===== config.mk =====
export PLATFORM = sky130hd
export DESIGN_NAME = lp2c_front
export DESIGN_NICKNAME = d
export VERILOG_FILES = /design/src/rtl/lp2c_pkg.sv /design/src/rtl/lp2c_front.sv
export SDC_FILE = /design/constraint.sdc
export NUM_CORES = 1
export LEC_CHECK = 0
export BUFFER_PORTS_ARGS = -buffer_cell sky130_fd_sc_hd__buf_2
export CAP_MARGIN = 20
export CORE_ASPECT_RATIO = 1.5
export CORE_UTILIZATION = 48
export CTS_CLUSTER_DIAMETER = 50
export DETAILED_ROUTE_END_ITERATION = 6
export PLACE_DENSITY = 0.67
export RECOVER_POWER = 25
export SETUP_SLACK_MARGIN = 0.1
export SLEW_MARGIN = 10
export SYNTH_ARGS = -nofsm -noshare
export SYNTH_HDL_FRONTEND = slang
export SYNTH_SLANG_ARGS = --single-unit
export TNS_END_PERCENT = 20

===== constraint.sdc =====
create_clock -name clk -period 7.9 [get_ports clk]
set_input_delay 0.79 -clock clk [delete_from_list [all_inputs] [get_ports clk]]
set_output_delay 0.79 -clock clk [all_outputs]
set_load 0.01 [all_outputs]

===== src/rtl/lp2c_pkg.sv =====
`timescale 1ns / 1ps
// ----------------------------------------------------------------------------
// lp2c_pkg: shared types and constants for the lidar polar-to-cartesian unit
// Widths, CORDIC arctangent table, register indexes and pipeline tag.
// ----------------------------------------------------------------------------
package lp2c_pkg;

    localparam int RW  = 24;   // range, Q8.16 unsigned
    localparam int ZW  = 32;   // binary angle
    localparam int XW  = 44;   // CORDIC datapath, 16 extra fraction bits plus headroom
    localparam int PW  = 40;   // gain-scaled start vector magnitude
    localparam int OW  = 25;   // output coordinate, Q8.16 signed
    localparam int TW  = XW - 16;  // width after dropping the extra fraction bits

    localparam logic [31:0] GAIN_Q32  = 32'h9B74_EDA8;
    localparam logic [31:0] HALF_TURN = 32'h8000_0000;
    localparam logic signed [TW-1:0] OUT_LIMIT = TW'(16777215);

    typedef enum logic [1:0] {
        REG_START_ANGLE = 2'd0,
        REG_ANGLE_STEP  = 2'd1,
        REG_MIN_RANGE   = 2'd2,
        REG_MAX_RANGE   = 2'd3
    } lp2c_reg_t;

    typedef struct packed {
        logic [ZW-1:0] start_angle;
        logic [ZW-1:0] angle_step;
        logic [RW-1:0] min_range;
        logic [RW-1:0] max_range;
    } lp2c_cfg_t;

    // Sideband carried alongside each sample through the pipeline
    typedef struct packed {
        logic pt_ok;
        logic last;
    } lp2c_tag_t;

    localparam logic [31:0] ATAN_TAB [32] = '{
        32'd536870912, 32'd316933406, 32'd167458907, 32'd85004756,
        32'd42667331,  32'd21354465,  32'd10679838,  32'd5340245,
        32'd2670163,   32'd1335087,   32'd667544,    32'd333772,
        32'd166886,    32'd83443,     32'd41722,     32'd20861,
        32'd10430,     32'd5215,      32'd2608,      32'd1304,
        32'd652,       32'd326,       32'd163,       32'd81,
        32'd41,        32'd20,        32'd10,        32'd5,
        32'd3,         32'd1,         32'd1,         32'd0
    };

    function automatic logic [31:0] lp2c_atan(input logic [4:0] idx);
        return ATAN_TAB[idx];
    endfunction

endpackage


===== src/rtl/lp2c_front.sv =====
`timescale 1ns / 1ps
// ----------------------------------------------------------------------------
// lp2c_front: beam angle tracking, range window check and CORDIC start vector
// Two stages: gain multiply, then quadrant fold into [-pi/2, pi/2).
// ----------------------------------------------------------------------------
module lp2c_front (
    input  logic                          clk,
    input  logic                          rst_n,
    input  lp2c_pkg::lp2c_cfg_t           cfg,
    input  logic                          in_vld,
    output logic                          in_rdy,
    input  logic [lp2c_pkg::RW-1:0]       in_range,
    input  logic                          in_finite,
    input  logic                          in_last,
    output logic                          out_vld,
    input  logic                          out_rdy,
    output logic signed [lp2c_pkg::XW-1:0] out_x,
    output logic [lp2c_pkg::ZW-1:0]       out_z,
    output lp2c_pkg::lp2c_tag_t           out_tag
);
    import lp2c_pkg::*;

    logic [ZW-1:0]  beam_angle_reg, beam_angle_next;
    logic           at_start_reg;
    logic [ZW-1:0]  cur_angle;
    logic           range_ok;
    logic [RW+31:0] product;

    logic           a_vld_reg;
    logic [PW-1:0]  a_mag_reg;
    logic [ZW-1:0]  a_ang_reg;
    lp2c_tag_t      a_tag_reg;
    logic           a_rdy;

    logic                 b_vld_reg;
    logic signed [XW-1:0] b_x_reg, b_x_next;
    logic [ZW-1:0]        b_z_reg, b_z_next;
    lp2c_tag_t            b_tag_reg;
    logic                 b_rdy;
    logic                 fold;

    assign cur_angle       = at_start_reg ? cfg.start_angle : beam_angle_reg;
    assign beam_angle_next = cur_angle + cfg.angle_step;
    assign range_ok        = in_finite && (in_range >= cfg.min_range)
                             && (in_range <= cfg.max_range);
    assign product         = {8'd0, in_range} * {{RW{1'b0}}, GAIN_Q32};

    assign b_rdy  = !b_vld_reg || out_rdy;
    assign a_rdy  = !a_vld_reg || b_rdy;
    assign in_rdy = a_rdy;

    // Fold angles in the left half plane by half a turn and flip the vector
    assign fold     = (a_ang_reg[31:30] == 2'b01) || (a_ang_reg[31:30] == 2'b10);
    assign b_z_next = fold ? (a_ang_reg + HALF_TURN) : a_ang_reg;
    assign b_x_next = fold ? -$signed({{(XW-PW){1'b0}}, a_mag_reg})
                           :  $signed({{(XW-PW){1'b0}}, a_mag_reg});

    always_ff @(posedge clk or negedge rst_n)
    begin
        if (!rst_n)
        begin
            beam_angle_reg <= '0;
            at_start_reg   <= 1'b1;
            a_vld_reg      <= 1'b0;
            b_vld_reg      <= 1'b0;
        end
        else
        begin
            if (in_vld && a_rdy)
            begin
                beam_angle_reg <= beam_angle_next;
                at_start_reg   <= in_last;
            end
            if (a_rdy)
                a_vld_reg <= in_vld;
            if (b_rdy)
                b_vld_reg <= a_vld_reg;
        end
    end

    always_ff @(posedge clk)
    begin
        if (in_vld && a_rdy)
        begin
            a_mag_reg       <= product[RW+31:16];
            a_ang_reg       <= cur_angle;
            a_tag_reg.pt_ok <= range_ok;
            a_tag_reg.last  <= in_last;
        end
        if (a_vld_reg && b_rdy)
        begin
            b_x_reg   <= b_x_next;
            b_z_reg   <= b_z_next;
            b_tag_reg <= a_tag_reg;
        end
    end

    assign out_vld = b_vld_reg;
    assign out_x   = b_x_reg;
    assign out_z   = b_z_reg;
    assign out_tag = b_tag_reg;

endmodule


### After elaboration in Yosys (flattened, before gate mapping)

Index checks and enable logic that the tools add are counted.

* bits of input ports: 142
* output and inout port bits: 80
* bits in registers: 187

* $mul: 1
* $lt $le $gt $ge: 2
* muxes and demuxes: 3
* reductions and logical operators: 9
* equal/unequal tests: 2
* add/subtract/negate cells: 3

Operators with widths (number)
* 32-bit two-way mux: 2
* 24-bit by 29-bit multiplier with 53-bit output (second input constant): 1
* 40-bit negation with 44-bit output: 1
* 40-bit two-way mux: 1
* 32-bit adder: 1
* 32-bit adder (second input constant): 1
* 24-bit >= comparator: 1
* 24-bit less-or-equal comparator: 1
* 1-bit logical AND: 4
* 1-bit logical OR: 3
* 2-bit by 1-bit equality test with 1-bit output (second input constant): 1
* 2-bit equality test (second input constant): 1
* 1-bit zero test: 2

### Longest topological paths before layout

* depth after elaboration: 4
* mapped depth: 25

### Worst setup path after synthesis

No wires, ideal clock.

* path kind: input to register
* from: input port in_range[6] (netlist bit)
* to: register a_mag_reg[35] (data pin)
* path slack: 1127 ps
* arrival: 6516 ps
* cell stages on the path: 23
* path through: ha_1 inv_1 fa_1 inv_1 fa_1 inv_1 fa_1 fa_1 inv_1 fa_1 inv_1 fa_1 inv_1 ha_1 a211oi_1 o21ai_0 o22ai_2 nand3_1 a211o_1 a21oi_1 o211ai_1 a21bo_2 xnor2_1

* word-level cells in the longest chain between the ends: 1

RTL lines
* from (decl): RTL line lp2c_front.sv:12 `input logic [lp2c_pkg::RW-1:0] in_range,`
* 24-bit by 29-bit multiplier with 53-bit output: RTL line lp2c_front.sv:46 `assign product = {8'd0, in_range} * {{RW{1'b0}}, GAIN_Q32};`
* named net product[51]: RTL line lp2c_front.sv:27 `logic [RW+31:0] product;`
* to (signal assigned): RTL line lp2c_front.sv:85 `a_mag_reg <= product[RW+31:16];`
* to (decl): RTL line lp2c_front.sv:30 `logic [PW-1:0] a_mag_reg;`

The timed path passes the listed nets, and every way through them passes these cells.
A chain may end at the register's enable or synchronous reset.

### Worst setup path in the final report

* from: input port in_range[10] (netlist bit)
* to: register a_mag_reg[33] (data pin)

Same word-level chain as after synthesis.

==> flow_summary.toml <==
[logic_synthesis]
synth_edf_count = 152
synth_most_common_cell = "inv_1"
netlist_instances = 2090
synth-warning-count = 0
ys_seq_area_share_pct = 24.5
synth_ff_type = "edfxtp_1"
synthTopCellsByArea = "fa_1, edfxtp_1, ha_1"
synthArstFlopShare_pct = 18.7
yosys.area.top_type = "fa_1"
yosysUniqueCellTypes = 83
synth_common_cells = "inv_1, ha_1, fa_1, edfxtp_1, a21oi_1"
synth_fp_nets = 2839
syn-cell-area_um2 = 22200
synth-seq-cells = 187
syn_area_per_cell_um2 = 10.6
yosys.area.top_type_share_pct = 26.1

[critical_path]
r2r-end = "beam_angle_reg[30]"
cp_max_fo = 9
crit_chain = "buf_2, ha_1, inv_1, fa_1, inv_1, fa_1, inv_1, fa_1, fa_1, inv_1, fa_1, inv_1, fa_1, inv_1, ha_1, a211oi_1, o21ai_0, o22ai_2, a31oi_4, o2111ai_2, a31oi_4, o41ai_2, o21ai_1, xor2_1"
r2r-start = "at_start_reg"
critPathRequiredTime_ps = 8100
crit_path_end_kind = "flop"
rr_worst_depth = 13
cp-start-kind = "primary input"
crit_path_max_incr_delay_ps = 560
r2r_setup_slack_ps = 3520
critical_path_class = "in -> reg"
cp-endpoint = "a_mag_reg[33]"
worstSetupStartpoint = "in_range[10]"
cp_data_arrival_time_ps = 7420
worst_path_max_delay_cell = "fa_1"

[min_path]
hold_path.class = "reg -> reg"

[finish]
fin_cells = 2919
nets = 3067
synthToLayoutAreaGrowth_pct = 10.8
antenna_cells = 0
fillerInstances = 4153
drive_above_1_share_pct = 14.4
largest_reg_flops = 44

[drt]
vias = 15600
ant_nets = 0
dr.pass1.iters = 7
post_drt_wl_per_cell_um = 20.2
via_per_inst = 5.36
dr.first_iter.drc_count = 864
drt-total-wl_um = 58900
drc = 0

[global_route]
grt_pass1_vias = 17000
grt_max_degree = 79
grt_pass1_wl_um = 92300
antenna_found_initial = 0
track_usage_pct = 26.1
grt_overflow = 0

[floorplanning]
row_count = 96
io-pin-count = 222
dieArea_um2 = 47200
die_h_um = 266
initial_core_util_pct = 48.6
die_w_um = 178
coreArea_um2 = 45800

[clock_network]
clock-root-buffer = "clkbuf_16"
cts_made_buffers = 17
path_clk_slew_ps = 80
cts_hold_buf = 0
cts.path.max_buffers = 2
cts_tree = "done"
cts_max_level = 4
clk_latency_ps = 440
clock_sinks = 187
cts_resized = 0
post_cts_buffers = 0

[sta]
period_share_pct = 91.4
slew_violations = 75
setup_viol = 0
hold_ws_ps = 415
hold_viol = 0
fmax_ghz = 0.138
setup-tns-final_ps = 0
worst_slew_pin_slew_ps = 2640
rsz0062_at_grt = "false"
max-slew-margin-rel_pct = -76.0
fin_crit_ps = 7220
fin_worst_skew_ps = 15.9

[outcome]
violations = "max-capacitance violations, max-slew violations"
status = "finished with violations"

[placement]
numPlacedInstances = 2886
portBuffers = 221
finalWeightedCongestion = 1.01
dp_hpwl_um = 51000

[job]
drv_cap = 2
-- worst max-delay path, delay by kind of cell --
kind	cells	cell delay [ps]
adder cells (fa/ha/maj)	8	3800
AO/OA/AOI/OAI	8	1940
XOR/XNOR	1	160
buffers and inverters	7	700
-- through the flow --
| step | area (um2) | setup slack, ps | utilization [%] |
|---|---|---|---|
| 2_1_floorplan | 22200 | 1130 | - |
| 3_3_place_gp | 24100 | 326 | 52.6 |
| 3_5_place_dp | 24100 | 205 | 52.6 |
| 4_1_cts | 24600 | 674 | 53.8 |
| 5_1_grt | 24700 | 334 | 53.9 |
| 6_report | 24700 | 677 | 53.9 |
-- layer usage --
layer	wire [um]	vias to the layer above	GRT usage [%]
li1	-	7364	-
met1	21900	7657	28.6
met2	31700	485	49.3
met3	2130	127	2.33
met4	3170	0	13.3
met5	0	-	0
-- cells in the final DEF, fill, tap and decap left out, types with 56 or more instances in the layout --
cell      netlist  routed
inv_1         489     489
ha_1          317     317
fa_1          290     290
buf_2           1     220
edfxtp_1      152     152
a21oi_1       106     106
nand2_1        78      77
o21ai_0        76      76
nor2_1         67      67
xnor2_1        57      56
a21o_1         56      56
-- area by class of cell --
class	count	area, um2	area share, %
Timing Repair Buffer	237	1230	5.00
Sequential cell	187	5440	22.1
Clock buffer	17	425	1.73
Tap cell	588	736	2.98
Clock inverter	15	129	0.523
Inverter	490	1840	7.47
Multi-Input combinational cell	1385	14800	60.2
-- worst min-delay path by stage --
stage,from,end,cells after the start
2_1_floorplan,a_tag_reg[0],out_tag[0],0
3_3_place_gp,a_ang_reg[9],out_z[9],0
3_5_place_dp,a_ang_reg[18],out_z[18],0
4_1_cts,a_ang_reg[18],out_z[18],0
5_1_grt,a_ang_reg[8],out_z[8],0
6_report,a_ang_reg[7],out_z[7],0
-- cells by family (layout without fill, tap and decap cells) --
kind of cell / Yosys count / in the layout / share of synthesized area [%]
and+or+nand+nor: 292 / 292 / 6.49
adders and majority gates: 607 / 607 / 43.9
muxes: 37 / 37 / 1.86
AOI/OAI and AO/OA: 343 / 343 / 10.1
xor gates and xnor gates: 106 / 106 / 4.24
buffers and inverters: 518 / 759 / 8.90
DFF: 187 / 187 / 24.5
Power is not shown: default switching activity piles up to over one toggle a cycle in this logic, so the estimate is an artifact.
