**config.mk**
```make
export PLATFORM = sky130hd
export DESIGN_NAME = lp2c_cell
export DESIGN_NICKNAME = d
export VERILOG_FILES = /design/src/rtl/lp2c_pkg.sv /design/src/rtl/lp2c_cell.sv
export SDC_FILE = /design/constraint.sdc
export NUM_CORES = 1
export LEC_CHECK = 0
export ABC_CLOCK_PERIOD_IN_PS = 3600
export BUFFER_PORTS_ARGS = -buffer_cell sky130_fd_sc_hd__buf_2
export CAP_MARGIN = 25
export CORE_MARGIN = 4
export CORE_UTILIZATION = 35
export CTS_BUF_LIST = sky130_fd_sc_hd__clkbuf_2
export CTS_CLUSTER_SIZE = 25
export DETAILED_ROUTE_END_ITERATION = 12
export GPL_TIMING_DRIVEN = 0
export PLACE_DENSITY_LB_ADDON = 0.08
export SLEW_MARGIN = 15
export SYNTH_ARGS = -nofsm -noshare
export SYNTH_HDL_FRONTEND = slang
export SYNTH_SLANG_ARGS = --single-unit
export TNS_END_PERCENT = 10
```
**constraint.sdc**
```tcl
create_clock -name clk -period 3.6 [get_ports clk]
set_input_delay 1.08 -clock clk [delete_from_list [all_inputs] [get_ports clk]]
set_output_delay 1.08 -clock clk [all_outputs]
set_load 0.02 [all_outputs]
```
**src/rtl/lp2c_pkg.sv**
```systemverilog
`timescale 1ns / 1ps
// ----------------------------------------------------------------------------
// lp2c_pkg: shared types and constants for the lidar polar-to-cartesian unit
// Widths, CORDIC arctangent table, register indexes and pipeline tag.
// ----------------------------------------------------------------------------
package lp2c_pkg;

    localparam int RW  = 24;   // range, Q8.16 unsigned
    localparam int ZW  = 32;   // binary angle
    localparam int XW  = 44;   // CORDIC datapath, 16 extra fraction bits plus headroom
    localparam int PW  = 40;   // gain-scaled start vector magnitude
    localparam int OW  = 25;   // output coordinate, Q8.16 signed
    localparam int TW  = XW - 16;  // width after dropping the extra fraction bits

    localparam logic [31:0] GAIN_Q32  = 32'h9B74_EDA8;
    localparam logic [31:0] HALF_TURN = 32'h8000_0000;
    localparam logic signed [TW-1:0] OUT_LIMIT = TW'(16777215);

    typedef enum logic [1:0] {
        REG_START_ANGLE = 2'd0,
        REG_ANGLE_STEP  = 2'd1,
        REG_MIN_RANGE   = 2'd2,
        REG_MAX_RANGE   = 2'd3
    } lp2c_reg_t;

    typedef struct packed {
        logic [ZW-1:0] start_angle;
        logic [ZW-1:0] angle_step;
        logic [RW-1:0] min_range;
        logic [RW-1:0] max_range;
    } lp2c_cfg_t;

    // Sideband carried alongside each sample through the pipeline
    typedef struct packed {
        logic pt_ok;
        logic last;
    } lp2c_tag_t;

    localparam logic [31:0] ATAN_TAB [32] = '{
        32'd536870912, 32'd316933406, 32'd167458907, 32'd85004756,
        32'd42667331,  32'd21354465,  32'd10679838,  32'd5340245,
        32'd2670163,   32'd1335087,   32'd667544,    32'd333772,
        32'd166886,    32'd83443,     32'd41722,     32'd20861,
        32'd10430,     32'd5215,      32'd2608,      32'd1304,
        32'd652,       32'd326,       32'd163,       32'd81,
        32'd41,        32'd20,        32'd10,        32'd5,
        32'd3,         32'd1,         32'd1,         32'd0
    };

    function automatic logic [31:0] lp2c_atan(input logic [4:0] idx);
        return ATAN_TAB[idx];
    endfunction

endpackage

```
**src/rtl/lp2c_cell.sv**
```systemverilog
`timescale 1ns / 1ps
// ----------------------------------------------------------------------------
// lp2c_cell: one CORDIC rotation micro-step
// Shift-add rotation by atan(2^-IDX), holding its result for the next cell.
// ----------------------------------------------------------------------------
module lp2c_cell #(
    parameter int unsigned IDX = 0
) (
    input  logic                           clk,
    input  logic                           rst_n,
    input  logic                           in_vld,
    output logic                           in_rdy,
    input  logic signed [lp2c_pkg::XW-1:0] in_x,
    input  logic signed [lp2c_pkg::XW-1:0] in_y,
    input  logic [lp2c_pkg::ZW-1:0]        in_z,
    input  lp2c_pkg::lp2c_tag_t            in_tag,
    output logic                           out_vld,
    input  logic                           out_rdy,
    output logic signed [lp2c_pkg::XW-1:0] out_x,
    output logic signed [lp2c_pkg::XW-1:0] out_y,
    output logic [lp2c_pkg::ZW-1:0]        out_z,
    output lp2c_pkg::lp2c_tag_t            out_tag
);
    import lp2c_pkg::*;

    localparam logic [ZW-1:0] ATAN = lp2c_atan(5'(IDX));

    logic                 vld_reg;
    logic signed [XW-1:0] x_reg, x_next, y_reg, y_next, dx, dy;
    logic [ZW-1:0]        z_reg, z_next;
    lp2c_tag_t            tag_reg;

    assign in_rdy = !vld_reg || out_rdy;
    assign dx     = in_y >>> IDX;
    assign dy     = in_x >>> IDX;

    // Rotate toward zero residual angle
    always_comb
    begin
        if (!in_z[ZW-1])
        begin
            x_next = in_x - dx;
            y_next = in_y + dy;
            z_next = in_z - ATAN;
        end
        else
        begin
            x_next = in_x + dx;
            y_next = in_y - dy;
            z_next = in_z + ATAN;
        end
    end

    always_ff @(posedge clk or negedge rst_n)
    begin
        if (!rst_n)
            vld_reg <= 1'b0;
        else if (in_rdy)
            vld_reg <= in_vld;
    end

    always_ff @(posedge clk)
    begin
        if (in_vld && in_rdy)
        begin
            x_reg   <= x_next;
            y_reg   <= y_next;
            z_reg   <= z_next;
            tag_reg <= in_tag;
        end
    end

    assign out_vld = vld_reg;
    assign out_x   = x_reg;
    assign out_y   = y_reg;
    assign out_z   = z_reg;
    assign out_tag = tag_reg;

endmodule

```
# Word level (Yosys, flattened, before mapping)
# Cells that the tools add are included.
# word_totals
regBits,123
output_inout_bits,124
wordCells,17
# op_classes
n_addsub,5
mux,3
reduce_logical,3
# ops
op,count
44-bit two-way mux,2
44-bit subtractor,2
44-bit adder,1
32-bit by 30-bit adder with 32-bit output (second input constant),1
32-bit two-way mux,1
32-bit by 30-bit subtractor with 32-bit output (second input constant),1
1-bit logical AND,1
1-bit logical NOT,1
1-bit logical OR,1

# Depth between registers and ports, before layout
# Gate-level depths: netlist of the first run.
# logic_depth
word_depth,3
ltp_mapped,13
ltp_nobuf,12

# Worst setup path before layout of the first run
# OpenSTA, ideal clock, no wires.
# synth_path
path_kind,input to register
startpoint,in out_rdy
endpoint,"reg tag_reg, in the netlist out_tag[0], enable pin"
arrival_time_ns,4.166
required_ns,3.106
slack_ns,-1.059
cell_stages,2
path_cell_list,nand2b_1 and2_1
# synth_between
elab_chain_len,2
# synth_rtl
item,line,source
from (decl),lp2c_cell.sv:18,"input logic out_rdy,"
1-bit logical OR,lp2c_cell.sv:33,assign in_rdy = !vld_reg || out_rdy;
1-bit logical AND,lp2c_cell.sv:64,if (in_vld && in_rdy)
to (signal assigned),lp2c_cell.sv:69,tag_reg <= in_tag;
to (decl),lp2c_cell.sv:31,lp2c_tag_t tag_reg;
# Every way passes these cells.
# A chain may end at the register's enable or synchronous reset.

# Final worst setup path of the first run
# layout_path
startpoint,in in_x[26] in the netlist's numbering
endpoint,reg y_reg[40] (netlist: out_y[40]) (data pin)
# layout_between
elab_chain_len,2
word_cells_on_any_way,3
# layout_rtl
item,line,source
from (decl),lp2c_cell.sv:13,"input logic signed [lp2c_pkg::XW-1:0] in_x,"
44-bit adder / 44-bit subtractor (equally long branches),"lp2c_cell.sv:43, lp2c_cell.sv:49",
44-bit two-way mux (*),lp2c_cell.sv:40,if (!in_z[ZW-1])
net y_next[40],lp2c_cell.sv:29,"logic signed [XW-1:0] x_reg, x_next, y_reg, y_next, dx, dy;"
to (signal assigned),lp2c_cell.sv:67,y_reg <= y_next;
to (decl),lp2c_cell.sv:29,
# Mark *: on every way through the listed nets, which the timed path passes. The rest lies on a longest branch.

==> metrics.yaml, run 1 <==
status: "finished, violations left"
violations: "setup timing"
synth_top_family_by_area: "compound AO/OA/AOI/OAI gates"
ir_drop_v: 0.000199
drtIter0Drc: 1110
met2_usage_pct: 38.2
wire_per_inst_um: 22.7
start_util_pct: 35.4
hold_end: "out_z[6]$_DFFE_PP_"
via_count: 12000
final_hold_viol_count: 0
grt_overflow: 0
power_density_nw_per_um2: 351
drive_above_1_share_pct: 20.2
grt.busiest_layer: "met2"
worst_pin_slew_ps: 1140
cp_top_family: "compound AO/OA/AOI/OAI gates"
post-place-ws_ps: -1040
timing.rr.start: "out_vld$_DFFE_PN0N_"
crit_fanout: 10
synth_xor_area_share_pct: 6.03
num_rows: 68
crit_buf_inv: 4
min_period_over_period_pct: 101
hp-start: "in_z[6]"
hp-class: "in2reg"
globalRouteTotalUtil_pct: 25.0
critPathKind: "in2reg"
rsz0062_at_grt: "yes"
power_leakage_uw: 0.00634
synthSimpleGateAreaFrac_pct: 13.8
die_w_um: 195
synth_edf_count: 121
yosys.area_share.adder_pct: 15.4
clk_path_buf_depth: 2
syn_nets: 1701
synthDistinctLibCells: 89
required_ps: 4140
coreArea_um2: 34500
fillCellCount: 3653
min_period_ps: 3650
htree_levels: 4
synth_area_leaders: "edfxtp_1 30%, ha_1 15%, a21oi_1 7.8%"
clk_pin_slew_ps: 180
synthArstFlopShare_pct: 0.820
fmax_mhz: 274
final_nets: 1974
synth_top_area_share_pct: 29.8
syn_inst: 1427
rrSetupSlack_ps: 2020
yosysWarningCount: 0
ys_seq_area_share_pct: 30.0
die_area_um2: 37900
die_y_um: 195
via_per_inst: 5.53
crit_chain: "buf_2 -> inv_1 -> ha_1 -> buf_2 -> clkinv_1 -> nand2_1 -> o21ai_0 -> a221oi_2 -> nor3b_1 -> a21oi_2 -> a311oi_1 -> a21boi_1 -> xnor2_1"
slew_violations: 0
grt_pass1_wl_um: 72600
cts_root_buf: "clkbuf_2"
antenna_found_initial: 2
ys_ff_latch: 122
max_stage_delay_ps: 430
muxShareOfSynthArea_pct: 1.72
final_common_cell: "buf_2"
yosys.area.top_type: "edfxtp_1"
critPathCaptureType: "flop"
drv_cap: 0
grt_max_degree: 60
layout_common_cells: "259 x buf_2, 187 x a21oi_1, 144 x ha_1"
r2r_cells: 3
start_kind: "input pin"
boundaryPins: 250
io_buffers: 248
grt_use_met3_pct: 4.84
gp_congestion: 0.938
setup_viol: 3
ys.flop_type: "edfxtp_1"
finClkSkew_ps: 81.6
dr.pass1.iters: 5
cpMostUsedCell: "buf_2"
cts.sinks: 122
grt_use_met1_pct: 35.3
ant_nets: 0
maxSlewHeadroom_pct: 24.3
layout_setup_ws_ps: -48.6
drc: 0
crit_arrival_ps: 4190
grt_pass1_vias: 11500
syn_area_per_cell_um2: 8.54
drt-total-wl_um: 49200
worstReg2RegEnd: "out_z[9]$_DFFE_PP_"
slowest_stage: "a221oi_2"
finalSetupTns_ps: -81.9
worstSkewPairLatency_ps: 850
cts_made_buffers: 17
syn_area_um2: 12200
synth-compound-area-share_pct: 26.8
hpwlAfterDp_um: 39500
cts_tree: "yes"
min_path_cells: 1
holdWs_ps: 458
area_growth_pct: 19.0
-- how the worst max path moves through the flow --
stage	cells past startpoint	end	start	slack, ps
after floorplan	11	out_x[43]$_DFFE_PP_	in_x[19]	-20
after global placement	13	out_x[29]$_DFFE_PP_	in_x[14]	-1080
after detailed placement	13	out_x[41]$_DFFE_PP_	in_x[14]	-1040
after CTS	13	out_y[40]$_DFFE_PP_	in_x[26]	-2
after global routing	13	out_y[34]$_DFFE_PP_	in_x[7]	-80
final	13	out_y[40]$_DFFE_PP_	in_x[26]	-50
-- repair_timing --
item / in CTS / in global routing
setup buffers: 0 / 2
hold endpoints to repair: 1 / 0
gates resized for setup: 4 / 24
hold buffers: 1 / 0
pin swaps: 1 / 1
endpoints found under the setup margin: 4 / 24
-- kinds of logic after synthesis --
logic type	count (synthesis)
flip-flops	122
XOR/XNOR	84
buffers and inverters	195
AO/OA/AOI/OAI	507
adder cells (fa/ha/maj)	148
AND/OR/NAND/NOR	350
multiplexers	21
-- metrics by stage --
stage                     cell area (µm²)  power (µW)  instances  utilization, %
after detailed placement            14100        3960       2132            40.8
after CTS                           14400        5080       2165            41.6
after floorplan                     12200        3210       1427               -
after global routing                14500        5370       2170            42.1
after global placement              14000        3980       2130            40.6
final                               14500        5090       2170            42.1
-- per-layer routing --
layer	part of all wire (%)	wire (µm)	vias up
met5	0	0	-
met4	3.2	1580	0
met3	6.9	3400	88
met2	44	21400	518
met1	46	22800	5710
li1	-	-	5692
-- cells in the mapped netlist, types with 8 or more instances --
library cell	n
nand2_1	94
o31ai_1	17
a21boi_0	11
nor2_1	106
o21a_1	10
nand3_1	22
inv_1	127
nor3_1	29
nand2b_1	19
nand4_1	16
a21o_1	35
o21ai_0	93
xor2_1	8
buf_1	10
buf_2	11
ha_1	144
clkbuf_1	37
o21bai_1	41
a21oi_1	190
nor2b_1	16
mux2i_1	21
edfxtp_1	121
a211oi_1	13
xnor2_1	76
-- final cells by class --
cell class                      instances  area [µm²]  area share (%)
Sequential cell                       122        3660            25.2
Multi-Input combinational cell       1110        7910            54.5
Clock buffer                           19        95.1           0.656
Buffer                                 62         265            1.83
Antenna cell                            2        5.00          0.0345
Inverter                              133         499            3.44
Tap cell                              455         569            3.93
Clock inverter                         13         175            1.21
Timing Repair Buffer                  254        1330            9.16
-- flip-flops by register name, summed over array words and instances (netlist names) --
register and flops:
out_x 44, out_vld 1, out_tag 2, out_z 32, out_y 43
-- power breakdown --
part | switching [µW] | leakage [µW] | total [µW] | internal, µW
sequential | 34.9 | 0.00116 | 1810 | 1780
combinational | 1470 | 0.00501 | 2210 | 731
clock | 615 | 0.000161 | 1070 | 459
(Power assumes the default switching activity.)
==> inputs of run 2 (changes only) <==
CELL_PAD_IN_SITES_DETAIL_PLACEMENT = 1   (was default)
CELL_PAD_IN_SITES_GLOBAL_PLACEMENT = 1   (was default)
CORE_MARGIN = default   (was 4)
==> run 2 against run 1 <==
Effect of this change: the flow still finishes with violations (setup timing); first-iteration DRC count decreased by 20%; combinational power about the same; power decreased by 3.8%; routed wire length increased by 2.6%; fmax increased by 1.0%; sequential share of layout area increased by 0.15 points; critical path depth unchanged; sequential cell count unchanged; clock-buffer cell count unchanged; critical endpoint is now out_y[42]$_DFFE_PP_.
==> metrics.yaml, run 2 (synthesized netlist as in run 1, its figures left out) <==
antenna_found_initial: 4  # +2
layout_common_cells: "259 x buf_2, 184 x a21oi_1, 144 x ha_1"
largest_register_ffs: 44  # unchanged
required_ps: 4140  # about the same
placed_cell_area_um2: 14000  # about the same
via_per_inst: 5.59  # +1.1%
ir_drop_v: 0.000189  # -5.1%
drtIter0Drc: 890  # -20%
setup_viol: 2  # -1
grt_max_degree: 46  # -23%
dr.pass1.iters: 5  # unchanged
gp_congestion: 0.928  # -1.0%
wire_per_inst_um: 23.4  # +3.1%
start_kind: "input pin"
area_growth_pct: 18.2
die_w_um: 189  # -3.1%
grt_pass1_wl_um: 74900  # +3.1%
coreArea_um2: 33900  # -1.7%
hpwlAfterDp_um: 41200  # +4.4%
final_cells: 2160  # -0.46%
cts.sinks: 122  # unchanged
holdWs_ps: 427  # -31.5 ps
dpl.cell_count: 2126  # -0.28%
critPathKind: "in2reg"
htree_levels: 4  # unchanged
violations: "setup timing"
final_hold_viol_count: 0  # unchanged
worst_pin_slew_ps: 1100  # -39.7 ps
clk_path_buf_depth: 2  # unchanged
clk_pin_slew_ps: 180  # about the same
worstSkewPairLatency_ps: 890  # +40 ps
die_y_um: 189  # -3.1%
crit_arrival_ps: 4150  # -40 ps
min_period_ps: 3610  # -36.6 ps
fmax_mhz: 277  # +1.0%
maxSlewHeadroom_pct: 27.0  # +2.6 points
rsz0062_at_grt: "yes"
post-place-ws_ps: -1150  # -112 ps
drt-total-wl_um: 50500  # +2.6%
slew_violations: 0  # unchanged
drive_above_1_share_pct: 20.9  # +0.67 points
start_util_pct: 36.0  # +0.62 points
power_leakage_uw: 0.00630  # -0.54%
globalRouteTotalUtil_pct: 28.0  # +3.1 points
layout_setup_ws_ps: -11.9  # +36.6 ps
final_common_cell: "buf_2"
finClkSkew_ps: 88.6  # +6.96 ps
total_power_uw: 4890  # -3.8%
drv_cap: 0  # unchanged
grt_overflow: 0  # unchanged
cts_root_buf: "clkbuf_2"
critPathCaptureType: "flop"
fin_area_um2: 14400  # -0.60%
hp-class: "in2reg"
die_area_um2: 35600  # -6.1%
cts_tree: "yes"
grt_pass1_vias: 12100  # +5.1%
drc: 0  # unchanged
boundaryPins: 250  # unchanged
ant_nets: 0  # unchanged
via_count: 12100  # +0.63%
cts_setup_buffers: 0  # unchanged
io_buffers: 248  # unchanged
power_density_nw_per_um2: 339  # -3.3%
crit_fanout: 10  # unchanged
min_period_over_period_pct: 100  # -1.0 points
cts_made_buffers: 17  # unchanged
num_rows: 67  # -1.5%
final_nets: 1972  # -0.10%
status: "finished, violations left"
[run 2: layout make-up]
cell class | instances | area (µm²)
clock buffers | 19 | 95.1
plain buffers | 62 | 274
fillers | 4211 | 19500
flip-flops and latches | 122 | 3660
multi-input cells | 1110 | 7920
inverters | 133 | 503
repair buffers | 252 | 1300
well taps | 448 | 561
diodes | 1 | 2.50
clock inverters | 13 | 101
[run 2: final timing paths]
path	end	slack, ps	cells past startpoint	from
max reg2reg	out_z[12]$_DFFE_PP_	1620	4	out_vld$_DFFE_PN0N_
min in group asynchronous	out_vld$_DFFE_PN0N_	550	2	rst_n
max	out_y[42]$_DFFE_PP_	-10	13	in_x[13]
min reg2reg	out_vld$_DFFE_PN0N_	590	2	out_vld$_DFFE_PN0N_
max in group asynchronous	out_vld$_DFFE_PN0N_	2980	2	rst_n
min	out_z[22]$_DFFE_PP_	430	1	in_z[22]
[run 2: what timing repair did]
action,in CTS,in global routing
endpoints found under the hold margin,1,0
pin swaps,0,2
hold buffers,1,0
cloned,0,0
endpoints found under the setup margin,10,27
resized for setup,8,37
[run 2: worst max-delay path: stages]
cell	delay, ps
buf_2	110
inv_1	60
ha_1	330
clkbuf_2	220
a21oi_1	330
o21ai_0	130
nand3b_1	200
o21ai_0	370
a21oi_2	180
a21boi_0	570
o211ai_1	230
o21ai_1	190
xnor2_1	160
[run 2: metal layers]
metal	track usage (%)	up-vias	part of all wire, %
met5	0	-	0.061
met3	4.54	79	6.1
met2	44.9	470	45
met1	37.9	5851	46
met4	10.0	4	2.9
li1	-	5680	-
[run 2: power breakdown]
part / switching [µW] / leakage [µW] / internal (µW)
Clock: 617 / 0.000123 / 247
Sequential: 32.8 / 0.00116 / 1780
Combinational: 1490 / 0.00502 / 728
[run 2: through the flow]
stage / setup TNS, ps / util, %
finish: -12.3 / 42.6
global route: -255 / 42.6
detailed placement: -42300 / 41.5
global placement: -74540 / 41.3
floorplan: -23.4 / -
CTS: -202 / 42.2
