<file path="src/rtl/lp2c_pkg.sv">
`timescale 1ns / 1ps
// ----------------------------------------------------------------------------
// lp2c_pkg: shared types and constants for the lidar polar-to-cartesian unit
// Widths, CORDIC arctangent table, register indexes and pipeline tag.
// ----------------------------------------------------------------------------
package lp2c_pkg;

    localparam int RW  = 24;   // range, Q8.16 unsigned
    localparam int ZW  = 32;   // binary angle
    localparam int XW  = 44;   // CORDIC datapath, 16 extra fraction bits plus headroom
    localparam int PW  = 40;   // gain-scaled start vector magnitude
    localparam int OW  = 25;   // output coordinate, Q8.16 signed
    localparam int TW  = XW - 16;  // width after dropping the extra fraction bits

    localparam logic [31:0] GAIN_Q32  = 32'h9B74_EDA8;
    localparam logic [31:0] HALF_TURN = 32'h8000_0000;
    localparam logic signed [TW-1:0] OUT_LIMIT = TW'(16777215);

    typedef enum logic [1:0] {
        REG_START_ANGLE = 2'd0,
        REG_ANGLE_STEP  = 2'd1,
        REG_MIN_RANGE   = 2'd2,
        REG_MAX_RANGE   = 2'd3
    } lp2c_reg_t;

    typedef struct packed {
        logic [ZW-1:0] start_angle;
        logic [ZW-1:0] angle_step;
        logic [RW-1:0] min_range;
        logic [RW-1:0] max_range;
    } lp2c_cfg_t;

    // Sideband carried alongside each sample through the pipeline
    typedef struct packed {
        logic pt_ok;
        logic last;
    } lp2c_tag_t;

    localparam logic [31:0] ATAN_TAB [32] = '{
        32'd536870912, 32'd316933406, 32'd167458907, 32'd85004756,
        32'd42667331,  32'd21354465,  32'd10679838,  32'd5340245,
        32'd2670163,   32'd1335087,   32'd667544,    32'd333772,
        32'd166886,    32'd83443,     32'd41722,     32'd20861,
        32'd10430,     32'd5215,      32'd2608,      32'd1304,
        32'd652,       32'd326,       32'd163,       32'd81,
        32'd41,        32'd20,        32'd10,        32'd5,
        32'd3,         32'd1,         32'd1,         32'd0
    };

    function automatic logic [31:0] lp2c_atan(input logic [4:0] idx);
        return ATAN_TAB[idx];
    endfunction

endpackage

</file>
<file path="src/rtl/lp2c_out.sv">
`timescale 1ns / 1ps
// ----------------------------------------------------------------------------
// lp2c_out: rounding, saturation and output register
// Drops the extra fraction bits, clamps to the coordinate range, zeroes rejects.
// ----------------------------------------------------------------------------
module lp2c_out (
    input  logic                           clk,
    input  logic                           rst_n,
    input  logic                           in_vld,
    output logic                           in_rdy,
    input  logic signed [lp2c_pkg::XW-1:0] in_x,
    input  logic signed [lp2c_pkg::XW-1:0] in_y,
    input  lp2c_pkg::lp2c_tag_t            in_tag,
    output logic                           out_vld,
    input  logic                           out_rdy,
    output logic signed [lp2c_pkg::OW-1:0] out_x,
    output logic signed [lp2c_pkg::OW-1:0] out_y,
    output lp2c_pkg::lp2c_tag_t            out_tag
);
    import lp2c_pkg::*;

    logic                 vld_reg;
    logic signed [OW-1:0] x_reg, y_reg, x_next, y_next;
    lp2c_tag_t            tag_reg;

    function automatic logic signed [OW-1:0] round_sat(input logic signed [XW-1:0] v);
        logic signed [XW-1:0] sum;
        logic signed [TW-1:0] t;
        sum = v + XW'(32768);
        t   = TW'(sum >>> 16);
        if (t > OUT_LIMIT)
            return OW'(OUT_LIMIT);
        else if (t < -OUT_LIMIT)
            return OW'(-OUT_LIMIT);
        else
            return OW'(t);
    endfunction

    assign in_rdy = !vld_reg || out_rdy;
    assign x_next = in_tag.pt_ok ? round_sat(in_x) : '0;
    assign y_next = in_tag.pt_ok ? round_sat(in_y) : '0;

    always_ff @(posedge clk or negedge rst_n)
    begin
        if (!rst_n)
            vld_reg <= 1'b0;
        else if (in_rdy)
            vld_reg <= in_vld;
    end

    always_ff @(posedge clk)
    begin
        if (in_vld && in_rdy)
        begin
            x_reg   <= x_next;
            y_reg   <= y_next;
            tag_reg <= in_tag;
        end
    end

    assign out_vld = vld_reg;
    assign out_x   = x_reg;
    assign out_y   = y_reg;
    assign out_tag = tag_reg;

endmodule

</file>
<file path="config.mk">
export PLATFORM = sky130hd
export DESIGN_NAME = lp2c_out
export DESIGN_NICKNAME = d
export VERILOG_FILES = /design/src/rtl/lp2c_pkg.sv /design/src/rtl/lp2c_out.sv
export SDC_FILE = /design/constraint.sdc
export NUM_CORES = 1
export LEC_CHECK = 0
export BUFFER_PORTS_ARGS = -buffer_cell sky130_fd_sc_hd__buf_2
export CORE_ASPECT_RATIO = 0.9
export CORE_MARGIN = 4
export CORE_UTILIZATION = 45
export CTS_CLUSTER_DIAMETER = 50
export DETAILED_ROUTE_END_ITERATION = 10
export PLACE_DENSITY_LB_ADDON = 0.05
export SYNTH_ARGS = -nofsm -noshare
export SYNTH_HDL_FRONTEND = slang
export SYNTH_SLANG_ARGS = --single-unit
</file>
<file path="constraint.sdc">
create_clock -name clk -period 4.3 [get_ports clk]
set_input_delay 0.86 -clock clk [delete_from_list [all_inputs] [get_ports clk]]
set_output_delay 0.86 -clock clk [all_outputs]
set_load 0.005 [all_outputs]
</file>
# Word-level counts from Yosys, hierarchy flattened
# Cells that the tools add are included.
dict set report totals {
  word_cells 23
  ff_bits 53
  out_inout_bits 54
}
dict set report classes {
  order_cmp 4
  bitwise 1
  add_sub_neg 2
  muxes 4
  n_reduce_logical 5
}
# op count
set op_table {}
lappend op_table {{44-bit by 17-bit adder with 44-bit output, second input constant} 2}
lappend op_table {{28-bit by 25-bit > comparator with 1-bit output, second input constant} 2}
lappend op_table {{28-bit by 25-bit < comparator with 1-bit output, second input constant} 2}
lappend op_table {{25-bit 2-to-1 mux} 2}
lappend op_table {{24-bit 2-to-1 mux} 2}
lappend op_table {{2-bit OR reduction} 2}
lappend op_table {{1-bit logical AND} 1}
lappend op_table {{1-bit logical NOT} 1}
lappend op_table {{1-bit logical OR} 1}
lappend op_table {{1-bit inverter} 1}

# Depth between registers and ports, before layout
# Gate-level depths: netlist (run 1).
dict set report depth {
  word_depth 4
  ltp_mapped 11
  mapped_depth_nobuf 8
}

# Worst setup path after synthesis (run 1)
# No wires, ideal clock.
dict set report synth_timing {
  path_type {in2reg}
  startpoint {in in_x[20] (netlist name)}
  endpoint {reg x_reg[13], in the netlist out_x[13] (data pin)}
  t_arrival_ps 2579
  slack_ps 1455
  n_path_buf 2
  cell_stages 9
  setup_ps 266
  path_cell_list {buf_2 -> nand3_1 -> or4_4 -> o31ai_4 -> a31oi_4 -> and3_4 -> buf_6 -> a31oi_1 -> o21ai_1}
}
dict set report synth_between {
  elab_chain_len 4
  word_cells_on_any_way 5
}
# element line_no
set synth_rtl {}
lappend synth_rtl {{from (decl)} lp2c_out.sv:11} ;# input logic signed [lp2c_pkg::XW-1:0] in_x,
lappend synth_rtl {{44-bit by 17-bit adder with 44-bit output *} lp2c_out.sv:29} ;# sum = v + XW'(32768);
lappend synth_rtl {{28-bit by 25-bit < comparator with 1-bit output} lp2c_out.sv:33} ;# else if (t < -OUT_LIMIT)
lappend synth_rtl {{25-bit 2-to-1 mux} lp2c_out.sv:33}
lappend synth_rtl {{24-bit 2-to-1 mux *} lp2c_out.sv:31} ;# if (t > OUT_LIMIT)
lappend synth_rtl {{to (signal assigned)} lp2c_out.sv:55} ;# x_reg <= x_next;
lappend synth_rtl {{to (decl)} lp2c_out.sv:23} ;# logic signed [OW-1:0] x_reg, y_reg, x_next, y_next;
# Mark *: on every way between the ends. The rest lies on a longest branch, timed or not.
# A chain may end at the register's enable or synchronous reset.

# Worst setup path after layout (run 1)
dict set report layout_timing {
  startpoint {in in_x[15] (netlist name)}
  endpoint {reg x_reg[10], in the netlist out_x[10] (data pin)}
}
# The elaborated chain is that of the path after synthesis.

==> results of run 1 <==
[cells in the final DEF, fill, tap and decap left out, drive strengths merged, types with 6 or more instances in the layout]
master  netlist  layout
nor3         15      15
nand2        58      58
edfxtp       52      52
xor2         19      19
buf          22     125
a31oi        42      42
and2          8       8
nand4        22      22
clkbuf       13       6
nor4         13      13
a21oi         7       7
nand3        31      31
inv           7       7
nor2         19      19
o21ai        48      48
and3         11      11
or3           6       6
xnor2        32      32
[report_power, final]
part / leakage [nW] / switching (mW) / internal, mW
combinational: 1.32 / 0.185 / 0.113
clock: 0.0374 / 0.184 / 0.116
sequential: 0.517 / 0.00801 / 0.613
[state kept, by name, summed over array words and instances (netlist names)]
register,cells
out_x,25
out_y,25
out_tag,2
out_vld,1
[worst max path at each step]
stage                        start                       to  cells after the start
after floorplan           in_x[20]  out_x[13]$_SDFFCE_PN0P_                      9
after global placement    in_x[15]  out_x[10]$_SDFFCE_PN0P_                      9
after global routing      in_x[15]  out_x[21]$_SDFFCE_PN0P_                      9
final                     in_x[15]  out_x[10]$_SDFFCE_PN0P_                      9
after CTS                 in_x[15]  out_x[10]$_SDFFCE_PN0P_                      9
after detailed placement  in_x[15]  out_x[10]$_SDFFCE_PN0P_                      9
[kinds of logic after synthesis]
group	Yosys count	share of synthesized area [%]
DFF	53	36.8
xor gates and xnor gates	51	10.5
buffers and inverters	42	4.87
AOI/OAI and AO/OA	130	19.5
adders and majority gates	4	1.16
and+or+nand+nor	204	26.7
muxes	2	0.464
[per-layer routing]
| layer | global-route usage, % | routed length [um] | up-vias |
|---|---|---|---|
| met5 | 0 | 7 | - |
| met1 | 34.9 | 6140 | 1886 |
| met2 | 29.4 | 4750 | 188 |
| li1 | - | - | 2044 |
| met4 | 3.27 | 43 | 2 |
| met3 | 4.74 | 1180 | 6 |
[worst max-delay path, cell delays in order]
cell,delay (ns)
buf_2,0.12
ha_1,0.26
nand4_1,0.30
nor4_4,0.44
nor3b_4,0.32
xnor2_2,0.45
and3_4,0.51
a31oi_1,0.06
o21ai_1,0.15
[area by class of cell]
| cell class | count | area, um2 | area share (%) |
|---|---|---|---|
| multi-input cells | 391 | 2520 | 50.2 |
| clock buffers | 6 | 72.6 | 1.45 |
| well taps | 122 | 153 | 3.04 |
| inverters | 7 | 26.3 | 0.524 |
| flip-flops and latches | 53 | 1590 | 31.6 |
| repair buffers | 125 | 646 | 12.9 |
| clock inverters | 2 | 15.0 | 0.299 |
[per-stage QoR]
step	utilization (%)	power (mW)	instances	hold slack, ns
after global placement	53.3	0.926	698	0.514
after detailed placement	53.3	0.930	698	0.518
final	54.2	1.22	706	0.307
after global routing	54.2	1.29	706	0.278
after floorplan	-	0.809	486	0.537
after CTS	54.2	1.22	706	0.300
==> results.json, run 1 <==
{
  "netlist_instances": 486,
  "r2r_cells": 3,
  "synth_seq_area_share_pct": 36.8,
  "setup_tns_ns": 0,
  "area_growth_pct": 16.3,
  "crit_path_start_kind": "input port",
  "power_density_nw_per_um2": 243,
  "place_ws_ns": 0.714,
  "r2r_slack_ns": 2.39,
  "diodes": 0,
  "cap_violations": 0,
  "dpl.hpwl_um": 9550,
  "min_path_type": "input port to async pin",
  "fin_crit_ns": 3.32,
  "h-tree-depth": 2,
  "yosys_register_bits": 53,
  "clockBufferDepth": 2,
  "ant_nets": 0,
  "grt_max_degree": 47,
  "synth_nets": 584,
  "num_io_pins": 148,
  "postLayoutSetupSlackWorst_ns": 0.978,
  "drc_errors": 0,
  "place_area_um2": 4930,
  "crit_type": "input port to flip-flop",
  "chipWidth_um": 111,
  "yosys.area.top_type": "edfxtp_1",
  "path_max_fanout": 26,
  "synth_top_cells_by_count": "nand2_1, edfxtp_1, o21ai_1",
  "syn_avg_cell_area_um2": 8.88,
  "antenna_found_initial": 1,
  "cts.sinks": 53,
  "die_y_um": 101,
  "yosysMostFrequentCell": "nand2_1",
  "clock_latency_ns": 0.32,
  "vias_per_cell": 5.84,
  "worstMarginPinSlew_ns": 1.18,
  "drive_above_1_share_pct": 25.9,
  "fmax_mhz": 301,
  "nFillCells": 894,
  "postCtsHoldBufs": 0,
  "grt_overflow": 0,
  "post_cts_buffers": 0,
  "end_kind": "flip-flop",
  "synth_area_leaders": "edfxtp_1, xnor2_1, a31oi_1, nand2_1, o21ai_1",
  "ir_worst_vdd_mv": 0.126,
  "gp_congestion": 0.936,
  "synth_cell_types": 65,
  "min_period_over_period_pct": 77.3,
  "cp.required_ns": 4.45,
  "grt_pass1_wl_um": 19500,
  "syn_area_um2": 4310,
  "p_leak_nw": 1.87,
  "port_buffers": 117,
  "max_slew_margin_pct": 21.0,
  "status": "finished clean",
  "start_util_pct": 46.6,
  "fin_worst_skew_ns": 0.0159,
  "dieArea_um2": 11200,
  "setup_viol": 0,
  "vias": 4126,
  "cts_resized": 0,
  "crit_arrival_ns": 3.47,
  "path_clk_slew_ns": 0.10,
  "layout.nets": 681,
  "rows": 33,
  "ys_async_sr_fraction_pct": 1.89,
  "cts_buffers": 5,
  "root_buffer": "clkbuf_8",
  "yosysWarnings": 0,
  "rsz0062_at_grt": "false",
  "first_global_vias": 3655,
  "synth.top_cell.area_share_pct": 36.2,
  "synthFlopType": "edfxtp_1",
  "cts_tree": "yes",
  "track_usage_pct": 21.6,
  "core-area_um2": 9250,
  "avgRoutedWirePerCell_um": 17.2,
  "slew_violations": 0,
  "drt-initial-drc-count": 265,
  "routed_wl_um": 12100,
  "r2r-start": "out_vld$_DFFE_PN0N_",
  "finalHoldViolCount": 0,
  "final_area_um2": 5020,
  "r2r-end": "out_y[14]$_SDFFCE_PN0P_",
  "dr.pass1.iters": 4,
  "synth_edf_count": 52
}
Note: power is estimated with default switching activity, not from simulation.
==> run 2, diff against run 1 <==
Settings changed: ABC_AREA set to 1.
Clock period 4.3 ns to 3.15 ns, I/O delays scaled along.
==> run 2 against run 1 <==
Clock power increased by 26%; sequential cell count unchanged; combinational power up 28%; register-to-register slack got worse by 0.64 ns; synthesized cell count rose by 25%; worst setup slack lost 0.37 ns; total power up 32%; clock skew down 0.012 ns.
==> results.json, run 2 <==
{
  "status": "finished clean",
  "synth.top_cell.area_share_pct": 36.7,
  "fin_worst_skew_ns": 0.00396,
  "synth_seq_area_share_pct": 37.3,
  "grt_max_degree": 50,
  "hold-worst-slack_ns": 0.0821,
  "netlist_instances": 608,
  "clockBufferDepth": 2,
  "path_max_fanout": 25,
  "first_global_vias": 3664,
  "cp.required_ns": 3.18,
  "r2r-start": "out_vld$_DFFE_PN0N_",
  "synthFlopType": "edfxtp_1",
  "r2r_slack_ns": 1.75,
  "synth_edf_count": 52,
  "power_density_nw_per_um2": 317,
  "final_common_cell": "nand2_1",
  "chipWidth_um": 111,
  "crit_path_start_kind": "input port",
  "ys_async_sr_fraction_pct": 1.89,
  "start_util_pct": 46.5,
  "grt_pass1_wl_um": 17400,
  "synth_top_cells_by_count": "nand2_1, inv_1, nor2_1",
  "dpl.hpwl_um": 8920,
  "cap_violations": 0,
  "avgRoutedWirePerCell_um": 12.7,
  "vias_per_cell": 4.83,
  "rsz0062_at_grt": "false",
  "crit_arrival_ns": 2.57,
  "antenna_found_initial": 0,
  "worstMarginPinSlew_ns": 0.599,
  "cts_resized": 0,
  "gp_congestion": 0.868,
  "track_usage_pct": 19.0,
  "dr.pass1.iters": 5,
  "yosys.area.top_type": "edfxtp_1",
  "h-tree-depth": 2,
  "drc_errors": 0,
  "end_kind": "flip-flop",
  "regArea_um2": 1590,
  "min_period_over_period_pct": 80.6,
  "ir_worst_vdd_mv": 0.229,
  "port_buffers": 117,
  "cts.sinks": 53,
  "synth_nets": 706,
  "nFillCells": 952,
  "rows": 33,
  "dieArea_um2": 11100,
  "fin_crit_ns": 2.54,
  "routed_wl_um": 10800,
  "fmax_mhz": 394,
  "die_y_um": 100,
  "r2r_cells": 2,
  "min_path_type": "input port to async pin",
  "p_leak_nw": 2.38,
  "yosysWarnings": 0,
  "path_clk_slew_ns": 0.09,
  "r2r-end": "out_x[22]$_SDFFCE_PN0P_",
  "yosys_register_bits": 53,
  "root_buffer": "clkbuf_8",
  "drive_above_1_share_pct": 27.0,
  "cts_tree": "yes",
  "synth_cell_types": 24,
  "slew_violations": 0,
  "cts_buffers": 5,
  "crit_type": "input port to flip-flop",
  "syn_avg_cell_area_um2": 7.00,
  "drt-initial-drc-count": 217,
  "synth_area_leaders": "edfxtp_1, nand2_1, inv_1, nor2_1, nand3_1",
  "syn_area_um2": 4260,
  "postCtsHoldBufs": 0,
  "finalHoldViolCount": 0,
  "layout.nets": 824,
  "setup_tns_ns": 0,
  "multi_input_area_um2": 2290,
  "clock_latency_ns": 0.30,
  "instances_no_fill": 849,
  "num_io_pins": 148,
  "dpl.cell_count": 841,
  "max_slew_margin_pct": 60.1,
  "grt_overflow": 0,
  "setup_viol": 0,
  "final_cell_mix": "nand2_1, buf_2, inv_1, nor2_1, edfxtp_1",
  "vias": 4101,
  "area_growth_pct": 19.0,
  "post_cts_buffers": 0,
  "ant_nets": 0,
  "final_util_pct": 55.3,
  "core-area_um2": 9170,
  "diodes": 0,
  "yosysMostFrequentCell": "nand2_1"
}
## run 2: cell types whose count changed after synthesis, moves of 11 or more
cell      previous run  this run
a31oi_1             41         0
buf_2               15         3
nor2_1              18        72
xnor2_1             31         4
nand3b_1             1        12
nand2_2              0        28
nand4_1             20         7
a21oi_2              0        20
nand2_1             58       206
a21oi_1              7        32
inv_1                7        76
o21ai_1             43         0
## run 2: area by class of cell
| type | instances | share of cell area [%] |
|---|---|---|
| Sequential cell | 53 | 31.3 |
| Tap cell | 122 | 3.01 |
| Inverter | 76 | 5.63 |
| Multi-Input combinational cell | 466 | 45.3 |
| Clock buffer | 6 | 1.43 |
| Clock inverter | 2 | 0.272 |
| Timing Repair Buffer | 124 | 13.1 |
## run 2: logic make-up (layout without fill, tap and decap cells)
kind of cell	after synthesis	in the layout	synth area share, %
DFF	53	53	37.3
xor gates and xnor gates	17	17	3.50
adders and majority gates	4	4	1.18
AOI/OAI and AO/OA	59	59	8.70
buffers and inverters	89	208	9.14
and+or+nand+nor	386	386	40.2
## run 2: layer usage
layer	GRT usage (%)	share of wire, %	wire (um)
met5	0	0	0
met4	2.84	0.47	51
met3	4.52	7.0	757
met2	28.2	41	4430
met1	28.7	51	5530
## run 2: worst max-delay path: stages
cell	delay, ns
buf_2	0.12
ha_1	0.21
inv_1	0.05
nor2_1	0.19
nand2_1	0.18
nor2_2	0.21
nand2_1	0.07
nand2_1	0.05
nand2_1	0.06
nor2_1	0.10
nand2_1	0.08
nor2_1	0.10
nand2_1	0.07
nand2_2	0.08
nand2_4	0.16
nand2_1	0.12
a21oi_1	0.07
## run 2: worst max-delay path by stage
stage	cells past startpoint	end	startpoint
after floorplan	2	out_tag[0]$_DFFE_PP_	out_rdy
after global placement	17	out_y[11]$_SDFFCE_PN0P_	in_y[15]
after detailed placement	17	out_y[3]$_SDFFCE_PN0P_	in_y[15]
after CTS	17	out_y[3]$_SDFFCE_PN0P_	in_y[15]
after global routing	17	out_y[19]$_SDFFCE_PN0P_	in_y[15]
final	17	out_y[3]$_SDFFCE_PN0P_	in_y[15]
## run 2: power breakdown
part / total (mW) / leakage, nW / internal, mW / switching, mW
Clock: 0.378 / 0.0456 / 0.159 / 0.219
Sequential: 0.845 / 0.518 / 0.831 / 0.0141
Combinational: 0.383 / 1.81 / 0.143 / 0.240
Total: 1.61 / 2.38 / 1.13 / 0.473
## run 2: stage by stage
stage	instance area [um2]	total power [mW]	worst slack, ns
CTS	5070	1.62	0.652
global placement	4980	1.24	0.346
finish	5070	1.61	0.612
global route	5070	1.70	0.362
floorplan	4260	1.09	0.522
detailed placement	4980	1.24	0.320
==> run 3, diff against run 2 <==
Clock period 3.15 ns to 2.1 ns, I/O delays scaled along.
==> run 3 against run 2 <==
The run now ends with setup timing left; combinational power is 150% higher; critical path type unchanged; largest cell class unchanged; global-route usage increased by 2.9 points; critical path depth down 2.
==> results.json, run 3 (synthesis results as in run 2) <==
{
  "status": "finished, violations left",
  "violations": "setup timing",
  "cts_tree": "yes",
  "slowest_delay_ns": 0.23,
  "crit_arrival_ns": 2.22,
  "fin_crit_ns": 2.17,
  "min_from": "in_tag[0]",
  "cts_buffers": 5,
  "dr.pass1.iters": 5,
  "drive_above_1_share_pct": 51.7,
  "place_area_um2": 5950,
  "avgRoutedWirePerCell_um": 13.9,
  "core-area_um2": 9170,
  "grt_max_degree": 53,
  "antenna_found_initial": 0,
  "power_density_nw_per_um2": 417,
  "worstMarginPinSlew_ns": 0.486,
  "drc_errors": 0,
  "final_util_pct": 76.3,
  "p_leak_nw": 3.38,
  "crit_type": "input port to flip-flop",
  "crit_path_start_kind": "input port",
  "critPathLaunch": "in_y[17]",
  "root_buffer": "clkbuf_8",
  "postLayoutSetupSlackWorst_ns": -0.0688,
  "h-tree-depth": 2,
  "track_usage_pct": 21.9,
  "chipWidth_um": 111,
  "power_mw": 2.92,
  "final_cell_mix": "nand2_1, buf_4, buf_2, inv_1",
  "ir_worst_vdd_mv": 0.350,
  "vias_per_cell": 4.87,
  "dieArea_um2": 11100,
  "routed_wl_um": 13900,
  "cp_slowest_cell": "nor2_1",
  "drt-initial-drc-count": 272,
  "nFillCells": 703,
  "r2r-start": "out_vld$_DFFE_PN0N_",
  "end_kind": "flip-flop",
  "start_util_pct": 46.5,
  "ant_nets": 0,
  "layout.nets": 973,
  "final_area_um2": 6990,
  "finalHoldViolCount": 0,
  "dpl.hpwl_um": 9910,
  "min_period_over_period_pct": 103,
  "fin_worst_skew_ns": 0.00329,
  "clockBufferDepth": 2,
  "cts.sinks": 53,
  "clock_latency_ns": 0.30,
  "fmax_mhz": 461,
  "instances_no_fill": 998,
  "cp.required_ns": 2.15,
  "path_clk_slew_ns": 0.10,
  "cap_violations": 0,
  "gp_congestion": 0.903,
  "port_buffers": 117,
  "area_growth_pct": 64.2,
  "num_io_pins": 148,
  "crit_chain": "buf_4 > nand2_2 > nor2_4 > buf_4 > buf_4 > nand3_1 > xnor2_1 > nor2_1 > nand3_1 > nor2_1 > nand2_1 > nand2_4 > nand2_8 > nand2_1 > a21oi_1",
  "die_y_um": 100,
  "diodes": 0,
  "min_path_type": "input port to flip-flop",
  "path_max_fanout": 13,
  "rows": 33,
  "slew_violations": 0,
  "max_slew_margin_pct": 67.6,
  "grt_overflow": 0,
  "rsz0062_at_grt": "true",
  "final_common_cell": "nand2_1",
  "hold-worst-slack_ns": 0.289,
  "grt_pass1_wl_um": 20200,
  "first_global_vias": 4241,
  "dpl.cell_count": 963,
  "crit_top_cell": "buf_4",
  "vias": 4858,
  "setup_viol": 23
}
-- run 3: cell types whose count changed in the layout (fill, tap and decap cells not counted), moves of 5 or more --
cell	before	now
nand2_2	28	52
inv_1	75	70
buf_4	5	146
nor2_1	72	36
nor2_4	5	25
buf_2	117	107
nand2_4	2	32
nand2_1	206	150
nor2_2	9	25
buf_12	2	7
-- run 3: area by class of cell --
class	instances	area (um2)	share of cell area (%)
Clock buffer	5	68.8	0.984
Clock inverter	3	43.8	0.626
Inverter	76	288	4.12
Multi-Input combinational cell	468	2910	41.7
Sequential cell	53	1590	22.7
Tap cell	122	153	2.18
Timing Repair Buffer	271	1940	27.7
-- run 3: routing by layer --
metal | vias to the layer above | global-route usage [%] | part of all wire, %
met1 | 2238 | 32.9 | 47
met4 | 0 | 1.14 | 0.64
li1 | 2468 | - | -
met2 | 140 | 34.0 | 46
met3 | 12 | 4.82 | 5.8
met5 | - | 0 | 0
-- run 3: power by group --
part | internal, mW | total [mW] | switching (mW)
logic | 0.442 | 0.942 | 0.500
registers | 1.25 | 1.27 | 0.0232
clock network | 0.358 | 0.705 | 0.347
total | 2.05 | 2.92 | 0.871
-- run 3: path summary, 6_finish.rpt --
kind / end / slack, ns / cells past startpoint
worst max-delay path: out_y[21]$_SDFFCE_PN0P_ / -0.07 / 15
worst min-delay path: out_tag[0]$_DFFE_PP_ / 0.29 / 1
worst max register to register: out_y[15]$_SDFFCE_PN0P_ / 0.88 / 2
worst min register to register: out_vld$_DFFE_PN0N_ / 0.60 / 2
max in group asynchronous: out_vld$_DFFE_PN0N_ / 1.60 / 2
min in group asynchronous: out_vld$_DFFE_PN0N_ / 0.42 / 2
-- run 3: timing repair --
| item | in CTS | in global routing |
|---|---|---|
| buffers inserted | 3 | 19 |
| cloned | 2 | 2 |
| endpoints found under the hold margin | 1 | 0 |
| hold buffers | 1 | 0 |
| gates resized for setup | 25 | 172 |
| pin swaps | 16 | 55 |
| endpoints found under the setup margin | 48 | 49 |
-- run 3: through the flow --
stage / setup WS (ns) / TNS (ns)
CTS: 0.00626 / 0
detailed placement: -0.469 / -19.33
global placement: -0.369 / -16.07
global route: -0.185 / -5.22
floorplan: 0.00360 / 0
finish: -0.0688 / -0.986
-- run 3: worst max-delay path, delay by kind of cell --
family                 cells  cell delay, ns
buffers and inverters      3            0.34
AND/OR/NAND/NOR           10            1.24
AO/OA/AOI/OAI              1            0.06
XOR/XNOR                   1            0.17
